File: config.mk
export PLATFORM = sky130hd
export DESIGN_NAME = cvbp_div
export DESIGN_NICKNAME = d
export VERILOG_FILES = /design/src/rtl/cvbp_pkg.sv /design/src/rtl/cvbp_div.sv
export SDC_FILE = /design/constraint.sdc
export NUM_CORES = 1
export LEC_CHECK = 0
export BUFFER_PORTS_ARGS = -buffer_cell sky130_fd_sc_hd__buf_2
export CELL_PAD_IN_SITES_DETAIL_PLACEMENT = 0
export CELL_PAD_IN_SITES_GLOBAL_PLACEMENT = 1
export CORE_MARGIN = 1
export CORE_UTILIZATION = 35
export CTS_CLUSTER_DIAMETER = 40
export CTS_CLUSTER_SIZE = 28
export DETAILED_ROUTE_END_ITERATION = 8
export PLACE_DENSITY_LB_ADDON = 0.08
export SYNTH_ARGS = -nofsm -noshare
export SYNTH_HDL_FRONTEND = slang
export SYNTH_SLANG_ARGS = --single-unit
File: constraint.sdc
create_clock -name clk -period 3.7 [get_ports clk]
set_input_delay 0.555 -clock clk [delete_from_list [all_inputs] [get_ports clk]]
set_output_delay 0.555 -clock clk [all_outputs]
set_load 0.01 [all_outputs]
File: src/rtl/cvbp_pkg.sv
package cvbp_pkg;

  localparam int CFG_DW = 18;
  localparam int CFG_AW = 3;
  localparam int DIV_NW = 64;
  localparam int DIV_DW = 32;
  localparam int MUL_AW = 34;
  localparam int MUL_BW = 26;
  localparam int MUL_PW = MUL_AW + MUL_BW;

  localparam logic [CFG_AW-1:0] REG_GAIN        = 3'd0;
  localparam logic [CFG_AW-1:0] REG_FREQ_OFFSET = 3'd1;
  localparam logic [CFG_AW-1:0] REG_PITCH_CTL   = 3'd2;
  localparam logic [CFG_AW-1:0] REG_RESO_OFFSET = 3'd3;
  localparam logic [CFG_AW-1:0] REG_SAMPLE_RATE = 3'd4;
  localparam logic [CFG_AW-1:0] REG_FREQ_CV_ON  = 3'd5;
  localparam logic [CFG_AW-1:0] REG_RESO_CV_ON  = 3'd6;
  localparam logic [CFG_AW-1:0] REG_NONE        = 3'd7;

  localparam logic signed [32:0] CORDIC_X0 = 33'sd652032874;

  typedef enum logic [4:0] {
    ST_IDLE, ST_MBASE, ST_BASE, ST_MPITCH, ST_FPITCH, ST_DGO, ST_DWAIT,
    ST_TURN, ST_TWAIT, ST_CORDIC, ST_ROT, ST_ALPHA, ST_AWAIT,
    ST_MGA, ST_MGH, ST_MGL, ST_MC, ST_MA, ST_MEND, ST_YGO, ST_YWAIT, ST_EMIT
  } state_t;

  // atan(2^-i) in turns, Q0.32
  function automatic logic [31:0] atan_turn(input logic [4:0] idx);
    logic [31:0] r;
    case (idx)
      5'd0:  r = 32'd536870912;
      5'd1:  r = 32'd316933406;
      5'd2:  r = 32'd167458907;
      5'd3:  r = 32'd85004756;
      5'd4:  r = 32'd42667331;
      5'd5:  r = 32'd21354465;
      5'd6:  r = 32'd10679838;
      5'd7:  r = 32'd5340245;
      5'd8:  r = 32'd2670163;
      5'd9:  r = 32'd1335087;
      5'd10: r = 32'd667544;
      5'd11: r = 32'd333772;
      5'd12: r = 32'd166886;
      5'd13: r = 32'd83443;
      5'd14: r = 32'd41722;
      5'd15: r = 32'd20861;
      5'd16: r = 32'd10430;
      5'd17: r = 32'd5215;
      5'd18: r = 32'd2608;
      5'd19: r = 32'd1304;
      5'd20: r = 32'd652;
      5'd21: r = 32'd326;
      5'd22: r = 32'd163;
      5'd23: r = 32'd81;
      5'd24: r = 32'd41;
      5'd25: r = 32'd20;
      5'd26: r = 32'd10;
      5'd27: r = 32'd5;
      5'd28: r = 32'd3;
      5'd29: r = 32'd1;
      5'd30: r = 32'd1;
      default: r = 32'd0;
    endcase
    return r;
  endfunction

endpackage

File: src/rtl/cvbp_div.sv
module cvbp_div (
  input  logic                           clk,
  input  logic                           rst,
  input  logic                           start,
  input  logic [cvbp_pkg::DIV_NW-1:0]    num,
  input  logic [cvbp_pkg::DIV_DW-1:0]    den,
  output logic                           done,
  output logic [cvbp_pkg::DIV_NW-1:0]    quot
);

  localparam logic [6:0] LAST = 7'(cvbp_pkg::DIV_NW - 1);

  logic                        busy;
  logic [6:0]                  cnt;
  logic [cvbp_pkg::DIV_DW-1:0] rem;
  logic [cvbp_pkg::DIV_DW-1:0] dv;
  logic [cvbp_pkg::DIV_NW-1:0] q;
  logic [cvbp_pkg::DIV_DW:0]   trial;
  logic [cvbp_pkg::DIV_DW:0]   diff;
  logic                        ge;

  assign trial = {rem, q[cvbp_pkg::DIV_NW-1]};
  assign ge    = trial >= {1'b0, dv};
  assign diff  = trial - {1'b0, dv};
  assign quot  = q;

  always_ff @(posedge clk) begin
    if (rst) begin
      busy <= 1'b0;
      done <= 1'b0;
      cnt  <= '0;
    end else begin
      done <= 1'b0;
      if (start) begin
        busy <= 1'b1;
        cnt  <= '0;
      end else if (busy) begin
        cnt <= cnt + 7'd1;
        if (cnt == LAST) begin
          busy <= 1'b0;
          done <= 1'b1;
        end
      end
    end
  end

  always_ff @(posedge clk) begin
    if (start) begin
      rem <= '0;
      q   <= num;
      dv  <= den;
    end else if (busy) begin
      rem <= ge ? diff[cvbp_pkg::DIV_DW-1:0] : trial[cvbp_pkg::DIV_DW-1:0];
      q   <= {q[cvbp_pkg::DIV_NW-2:0], ge};
    end
  end

  a_no_restart: assert property (@(posedge clk) disable iff (rst) !(start && busy))
    else $error("divider restarted while busy");
  a_done_after_busy: assert property (@(posedge clk) disable iff (rst)
    done |-> $past(busy))
    else $error("divider done without a run");
  a_rem_bound: assert property (@(posedge clk) disable iff (rst)
    (busy && dv != '0) |-> rem < dv)
    else $error("partial remainder out of range");

endmodule

# Word level (Yosys, flattened, before mapping)
# Cells that the tools add are included.
# W data, S select, Z words.
[op_classes] magnitude_cmp=1 n_mux=7 n_bitwise=1 addsub=2 eq_ne=1 n_reduce_logical=3
[ops] op="$mux W64" n=2
[ops] op="$ge A33 B32 Y1" n=1
[ops] op="$mux W32" n=1
[ops] op="$sub A32 B32 Y32" n=1
[ops] op="$add A7 B1 Y7 const B" n=1
[ops] op="$eq A7 B6 Y1 const B" n=1
[ops] op="$mux W1" n=4
[ops] op="$reduce_or A3 Y1" n=1
[ops] op="$reduce_bool A2 Y1" n=1
[ops] op="$reduce_or A2 Y1" n=1
[ops] op="$not A1 Y1" n=1
[totals] reg_bits=137 input_bits=99

# Longest topological paths before layout
# Gate-level depths: netlist of run 1.
[depth] ltp_word=4 ltp_mapped=13

# Least setup slack after synthesis of run 1
# Ideal clock, no wire load.
[synth_path] path_kind="input -> register" from="input port start" to="register q, in the netlist quot[0] (enable)" required_ps=3282 stages=5 path_slack_ps=734 setup_ps=418 n_path_buf=3 arrival_time_ps=2548 path_cell_list="clkbuf_1 > clkbuf_1 > nor2_1 > clkbuf_1 > inv_1"
[synth_between] elab_chain_cells=1
[synth_lines] element="start: declaration" line_no="cvbp_div.sv:4" rtl="input logic start,"
[synth_lines] element="$reduce_bool A2 Y1 (no source line)"
[synth_lines] element="end signal: assignment" line_no="cvbp_div.sv:50" rtl="q <= num;"
[synth_lines] element="end signal: assignment" line_no="cvbp_div.sv:54" rtl="q <= {q[cvbp_pkg::DIV_NW-2:0], ge};"
[synth_lines] element="end: declaration" line_no="cvbp_div.sv:17" rtl="logic [cvbp_pkg::DIV_NW-1:0] q;"
# No other way between the ends.
# A chain may end at the register's enable or synchronous reset.

# Final worst setup path of run 1
[layout_path] from="register dv[8] in the netlist's numbering" to="register rem[12] in the netlist's numbering"
[layout_between] elab_chain_cells=2
[layout_lines] element="start: declaration" line_no="cvbp_div.sv:16" rtl="logic [cvbp_pkg::DIV_DW-1:0] dv;"
[layout_lines] element="start signal: assignment" line_no="cvbp_div.sv:51" rtl="dv <= den;"
[layout_lines] element="$sub A32 B32 Y32 or $ge A33 B32 Y1 (tied branches)" line_no="cvbp_div.sv:24, cvbp_div.sv:23"
[layout_lines] element="$mux W32 (*)" line_no="cvbp_div.sv:53" rtl="rem <= ge ? diff[cvbp_pkg::DIV_DW-1:0] : trial[cvbp_pkg::DIV_DW-1:0];"
[layout_lines] element="end signal: assignment" line_no="cvbp_div.sv:53"
[layout_lines] element="end: declaration" line_no="cvbp_div.sv:15" rtl="logic [cvbp_pkg::DIV_DW-1:0] rem;"
# Every way passes the cells marked *; elsewhere a longest branch is shown, timed or not.

==> results of run 1 <==
[per-layer routing]
| metal | GRT usage | wire [µm] | up-vias |
|---|---|---|---|
| met4 | 0.0520 | 295 | 2 |
| met2 | 0.318 | 9810 | 196 |
| met1 | 0.241 | 9140 | 3019 |
| li1 | - | - | 2987 |
| met5 | 0 | 17 | - |
| met3 | 0.0625 | 1560 | 27 |
[report_power, final]
group          leakage [nW]  internal (W)  switching, W
clock                 0.281      0.000957      0.000756
combinational          2.24      0.000379      0.000538
sequential             1.29       0.00180     0.0000732
total                  3.81       0.00314       0.00137
[metrics by stage]
step | util | hold WS (ns) | cell area, µm²
floorplan | - | 0.453 | 7660
global placement | 0.410 | 0.465 | 8700
detailed placement | 0.410 | 0.486 | 8700
CTS | 0.437 | 0.285 | 9280
global route | 0.437 | 0.282 | 9280
finish | 0.437 | 0.300 | 9280
[worst max-delay path, stage by stage, from the launching register on]
cell and delay, ns:
edfxtp_1 0.34, inv_1 0.04, ha_1 0.47, nand4_1 0.23
nor4_2 0.40, a21oi_1 0.10, o21ai_0 0.08, a221o_1 0.25
o21a_1 0.42, buf_12 0.22, nor4_1 0.06, a2111oi_1 0.40
[final cells by class]
cell class | instances | area [µm²] | area share
flip-flops and latches | 137 | 3700 | 0.399
clock buffers | 18 | 429 | 0.0462
inverters | 43 | 161 | 0.0174
multi-input cells | 496 | 3590 | 0.387
diodes | 2 | 5.00 | 0.000539
well taps | 275 | 344 | 0.0371
clock inverters | 14 | 151 | 0.0163
repair buffers | 172 | 898 | 0.0968
[cells by family after synthesis]
logic type / after synthesis / share of synthesized area
muxes: 68 / 0.0993
and+or+nand+nor: 188 / 0.120
DFF: 137 / 0.483
AOI/OAI and AO/OA: 178 / 0.161
buffers and inverters: 86 / 0.0483
adders and majority gates: 34 / 0.0565
xor gates and xnor gates: 28 / 0.0320
[synthesized netlist by cell type, types with 3 or more instances]
| cell | instances | area, µm² |
|---|---|---|
| a211oi_1 | 4 | 30.0 |
| a21boi_0 | 6 | 45.0 |
| a21o_1 | 12 | 90.1 |
| a21oi_1 | 37 | 185 |
| a311oi_1 | 19 | 166 |
| a31oi_1 | 3 | 18.8 |
| a41oi_1 | 3 | 26.3 |
| and3_1 | 7 | 43.8 |
| buf_1 | 4 | 15.0 |
| buf_2 | 14 | 70.1 |
| buf_6 | 4 | 45.0 |
| clkbuf_1 | 21 | 78.8 |
| dfxtp_1 | 41 | 821 |
| edfxtp_1 | 96 | 2880 |
| ha_1 | 33 | 413 |
| inv_1 | 43 | 161 |
| mux2_2 | 64 | 721 |
| mux2i_1 | 4 | 40.0 |
| nand2_1 | 45 | 169 |
| nand2b_1 | 3 | 18.8 |
| nand3_1 | 27 | 135 |
| nand4_1 | 13 | 81.3 |
| nor2_1 | 54 | 203 |
| nor2b_1 | 4 | 25.0 |
| nor3_1 | 7 | 35.0 |
| nor4_1 | 6 | 37.5 |
| o211ai_1 | 6 | 45.0 |
| o21a_1 | 6 | 45.0 |
| o21ai_0 | 41 | 205 |
| o21bai_1 | 6 | 45.0 |
| o221ai_1 | 3 | 26.3 |
| o22ai_1 | 5 | 31.3 |
| o31ai_1 | 3 | 22.5 |
| or2_2 | 5 | 31.3 |
| or3_1 | 6 | 37.5 |
| xnor2_1 | 16 | 140 |
| xor2_1 | 12 | 105 |
[worst max path at each step]
stage                                 endpoint  slack (ns)
after floorplan              quot[0]$_DFFE_PP_        0.73
after global placement    rem[12]$_SDFFE_PP0P_        0.72
after detailed placement  rem[13]$_SDFFE_PP0P_        0.67
after CTS                 rem[12]$_SDFFE_PP0P_        0.62
after global routing      rem[12]$_SDFFE_PP0P_        0.31
final                     rem[12]$_SDFFE_PP0P_        0.56
[flip-flops by register name, summed over array words and instances (netlist names)]
name / count
quot: 64
dv: 32
rem: 32
cnt: 7
busy: 1
done: 1
==> run_results.csv, run 1 <==
group,metric,value,unit
placed_design,dp_worst_setup_slack,0.668,ns
detailed_routing,postRouteWirelength,20.8,mm
floorplanning,io_pins,164,
setup_path,r2r_start,"dv[8]$_DFFE_PP_",
hold_path,worstHoldPathCells,1,
pwr,vdd_drop_max,0.000252,V
clock_tree,root_buffer,"clkbuf_16",
detailed_routing,via_per_inst,5.39,
placed_design,dpl.cell_count,1123,
synth,yosysSeqAreaShare,0.483,
synth,syn_avg_cell_area,10.7,µm²
finish,nets,1000,
pwr,leakage,3.81,nW
synth,syn_area,7660,µm²
pwr,powerDensity,485,nW/µm²
sta,slew_headroom,0.425,
clock_tree,clkTransAtPathRegs,0.07,ns
detailed_routing,drtAntennaViolNets,0,
floorplanning,die_h,150,µm
synth,synth_flop_cell,"edfxtp_1",
synth,yosys_register_bits,137,
clock_tree,cts_sinks,137,
grt,grt_max_degree,65,
floorplanning,die_x,150,µm
finish,final_cells,1157,
placed_design,port_buffers,163,
clock_tree,h-tree-depth,4,
setup_path,crit_start,"dv[8]$_DFFE_PP_",
floorplanning,core,21200,µm²
synth,syn_nets,852,
finish,drive_gt1_frac,0.326,
sta,fin_setup_tns,0,ns
finish,area_delta_synth_final,21.1,%
sta,final_max_slew_viol_count,0,
setup_path,critPathCaptureType,"flip-flop",
placed_design,place_hpwl,14.9,mm
setup_path,r2r-end,"rem[12]$_SDFFE_PP0P_",
synth,yosysUniqueCellTypes,65,
clock_tree,cts_buffers,17,
detailed_routing,vias,6231,
sta,hold_viol,0,
finish,fillers,2076,
sta,final.setup_skew,0.00803,ns
setup_path,cp_max_fo,19,
detailed_routing,post_drt_wl_per_cell,18.0,µm
sta,fin_crit_sh,0.849,
sta,finalSetupViolations,0,
clock_tree,insertion_delay,0.43,ns
placed_design,gp_routability_congestion,0.853,
detailed_routing,drtIter0Drc,350,
sta,tightest_slew,0.860,ns
status,status,"completed",
setup_path,critPathKind,"reg -> reg",
setup_path,crit_arrival,3.44,ns
setup_path,crit_required,4.00,ns
pwr,total_power,0.00450,W
setup_path,r2r_cells,11,
setup_path,r2r_slack,0.56,ns
synth,yosysWarnings,0,
sta,fmax,318,MHz
sta,fin_crit,3.14,ns
clock_tree,ctsLongestPathBuffers,2,
sta,setup_slack,0.558,ns
finish,mostFrequentLayoutCells,"buf_2, edfxtp_1, mux2_2, nor2_1, nand2_1",
detailed_routing,drt_first_pass_iters,4,
clock_tree,cts_tree,"done",
synth,synth-edff-count,96,
grt,gr-total-overflow,0,
finish,layout_commonest_cell,"buf_2",
hold_path,min_to,"dv[25]$_DFFE_PP_",
clock_tree,postCtsSetupBuffers,0,
grt,grt_pass1_vias,6386,
setup_path,start_kind,"flip-flop",
hold_path,hold_start,"den[25]",
floorplanning,initial_core_util,0.361,
grt,track_usage,0.193,
detailed_routing,drc,0,
sta,rsz0062_at_grt,"no",
grt,grt_first_pass_wirelength,33.4,mm
job,cap_violations,0,
synth,async_flop_share,0,
floorplanning,dieArea,22500,µm²
floorplanning,std_cell_rows,53,
synth,synthCells,719,
clock_tree,cts-resized-gates,0,
clock_tree,hold_buffers,0,
grt,antenna_found_initial,3,
hold_path,hold_class,"in -> reg",
Power figures use the tool's default switching activity.
==> run 2: changes to the inputs <==
Clock period 3.7 ns to 3.2 ns, I/O delays scaled along.
==> run 2 against run 1 <==
Against the previous run:
- via count shrank 0.37%
- power grew 16%
- first-iteration DRC count shrank 23%
- sequential share of layout area shrank 0.64 points
- core utilization grew 0.71 points
- sequential power grew 16%
- worst setup slack lost 0.32 ns
- flip-flop and latch count is the same
- critical path type unchanged
- clock-buffer cell count is the same
- combinational power grew 20%
- clock skew grew 0.0025 ns
- fmax grew 6.2%
==> run_results.csv, run 2 (synthesized netlist as in run 1, its figures left out) <==
group,metric,value,unit
detailed_routing,routed.top_layer,"met5",
clock_tree,clkTransAtPathRegs,0.07,ns
clock_tree,h-tree-depth,4,
clock_tree,insertion_delay,0.43,ns
finish,antenna_cells,0,
setup_path,crit_required,3.52,ns
placed_design,dpl_cell_area,8860,µm²
detailed_routing,post_drt_wl_per_cell,17.9,µm
finish,drive_gt1_frac,0.340,
detailed_routing,drt_first_pass_iters,4,
sta,tightest_slew,0.714,ns
grt,grt_first_pass_wirelength,33.8,mm
placed_design,place_hpwl,15.2,mm
sta,final.setup_skew,0.0105,ns
setup_path,critPathCaptureType,"flip-flop",
sta,finalSetupViolations,0,
finish,nets,1018,
floorplanning,dieArea,22500,µm²
finish,largest_register_ffs,64,
clock_tree,ctsLongestPathBuffers,2,
finish,layout_commonest_cell,"buf_2",
hold_path,worstHoldPathCells,2,
setup_path,slowest_delay,0.42,ns
pwr,clkPwrFrac,0.375,
floorplanning,std_cell_rows,53,
clock_tree,cts_buffers,17,
pwr,sequentialPowerShare,0.414,
sta,rsz0062_at_grt,"no",
floorplanning,io_pins,164,
floorplanning,die_h,150,µm
pwr,leakage,3.92,nW
setup_path,r2r_start,"dv[18]$_DFFE_PP_",
grt,gr-total-overflow,0,
finish,area_delta_synth_final,23.1,%
detailed_routing,via_per_inst,5.29,
pwr,vdd_drop_max,0.000312,V
sta,fin_setup_tns,0,ns
finish,mostFrequentLayoutCells,"buf_2, edfxtp_1, mux2_2, nor2_1, nand2_1",
status,status,"completed",
pwr,powerDensity,553,nW/µm²
pwr,swShare,0.312,
detailed_routing,postRouteWirelength,21.0,mm
setup_path,r2r_slack,0.24,ns
finish,fillers,2090,
clock_tree,cts_sinks,137,
setup_path,path_cells,"inv_1 > ha_1 > nand4_1 > nor4_2 > a21oi_1 > o21ai_0 > a221o_1 > o21a_1 > buf_4 > nor4_1 > a2111oi_1",
clock_tree,hold_buffers,0,
setup_path,cp_num_buf_inv,2,
hold_path,hold_class,"in -> reg",
setup_path,crit_arrival,3.28,ns
detailed_routing,wl_met1,9.13,mm
setup_path,critPathKind,"reg -> reg",
sta,fin_crit,2.96,ns
floorplanning,core,21200,µm²
detailed_routing,drc,0,
grt,antenna_found_initial,1,
detailed_routing,vias,6208,
hold_path,min_to,"busy$_SDFF_PP0_",
sta,final_max_slew_viol_count,0,
pwr,comb_power_share,0.211,
detailed_routing,drtAntennaViolNets,0,
grt,grt_pass1_vias,6435,
finish,design_area,9430,µm²
setup_path,start_kind,"flip-flop",
pwr,total_power,0.00522,W
clock_tree,root_buffer,"clkbuf_16",
finish,final_core_util,0.445,
setup_path,r2r-end,"rem[12]$_SDFFE_PP0P_",
pwr,p_int,0.00359,W
floorplanning,die_x,150,µm
pwr,switchingPower,0.00163,W
setup_path,cp_max_fo,8,
setup_path,cp_slowest_cell,"nor4_2",
setup_path,critPathTopFamily,"compound AO/OA/AOI/OAI gates",
detailed_routing,drtIter0Drc,269,
sta,fmax,338,MHz
placed_design,gp_routability_congestion,0.891,
sta,hold_viol,0,
setup_path,r2r_cells,11,
job,cap_violations,0,
hold_path,hold_start,"rst",
sta,slew_headroom,0.519,
grt,track_usage,0.197,
placed_design,port_buffers,163,
clock_tree,cts_tree,"done",
detailed_routing,dr_wl_met3,1.56,mm
grt,grt_max_degree,65,
detailed_routing,dr_wl_met2,9.96,mm
sta,fin_crit_sh,0.925,
floorplanning,initial_core_util,0.361,
run 2: cell count changes in the layout (fill, tap and decap cells not counted), moves of 2 or more:
cell | before | now
buf_12 | 1 | 3
buf_4 | 9 | 25
diode_2 | 2 | 0
inv_6 | 6 | 4
inv_8 | 4 | 7
run 2: layer usage:
| layer | global-route usage | up-vias |
|---|---|---|
| met1 | 0.242 | 2970 |
| met2 | 0.324 | 177 |
| met3 | 0.0588 | 32 |
| li1 | - | 3027 |
| met5 | 0 | - |
| met4 | 0.0727 | 2 |
run 2: worst register-to-register path, cell delays in order, from the launching register on:
cell and delay [ns]:
edfxtp_1 0.33, inv_1 0.04, ha_1 0.41, nand4_1 0.24, nor4_2 0.42, a21oi_1 0.12, o21ai_0 0.11, a221o_1 0.25
o21a_1 0.30, buf_4 0.23, nor4_1 0.06, a2111oi_1 0.35
run 2: per-stage QoR:
stage               hold WS [ns]  std cells  setup slack, ns
finish                     0.215       1173            0.241
global placement           0.461       1141            0.245
floorplan                  0.453        719            0.309
CTS                        0.198       1173            0.245
detailed placement         0.474       1141            0.282
global route               0.200       1173           0.0346
run 2: power by group through the flow:
| stage | registers (W) | clock network, W | logic [W] |
|---|---|---|---|
| global route | 0.00218 | 0.00208 | 0.00122 |
| global placement | 0.00219 | 0 | 0.00110 |
| CTS | 0.00216 | 0.00201 | 0.00111 |
| detailed placement | 0.00219 | 0 | 0.00110 |
| finish | 0.00216 | 0.00196 | 0.00110 |
| floorplan | 0.00223 | 0 | 0.000679 |
run 2: cell type report:
| class | count | area [µm²] | area share |
|---|---|---|---|
| clock inverter | 14 | 146 | 0.0155 |
| timing repair buffer | 190 | 1060 | 0.112 |
| sequential | 137 | 3700 | 0.393 |
| inverter | 43 | 161 | 0.0171 |
| multi-input combinational | 496 | 3590 | 0.381 |
| tap | 275 | 344 | 0.0365 |
| clock buffer | 18 | 429 | 0.0455 |
run 2: worst max-delay path by stage:
stage                           from                   end  slack, ns  depth (start not counted)
floorplan                      start     quot[0]$_DFFE_PP_       0.31                          5
global placement    dv[27]$_DFFE_PP_  rem[18]$_SDFFE_PP0P_       0.25                         11
detailed placement   dv[5]$_DFFE_PP_  rem[30]$_SDFFE_PP0P_       0.28                         10
CTS                  dv[5]$_DFFE_PP_  rem[30]$_SDFFE_PP0P_       0.25                         10
global route        dv[19]$_DFFE_PP_  rem[13]$_SDFFE_PP0P_       0.03                         11
finish              dv[18]$_DFFE_PP_  rem[12]$_SDFFE_PP0P_       0.24                         11
run 2: timing repair:
item / CTS / global route
gates resized for setup: 0 / 1
endpoints found under the setup margin: 0 / 1
buffers inserted: 0 / 0
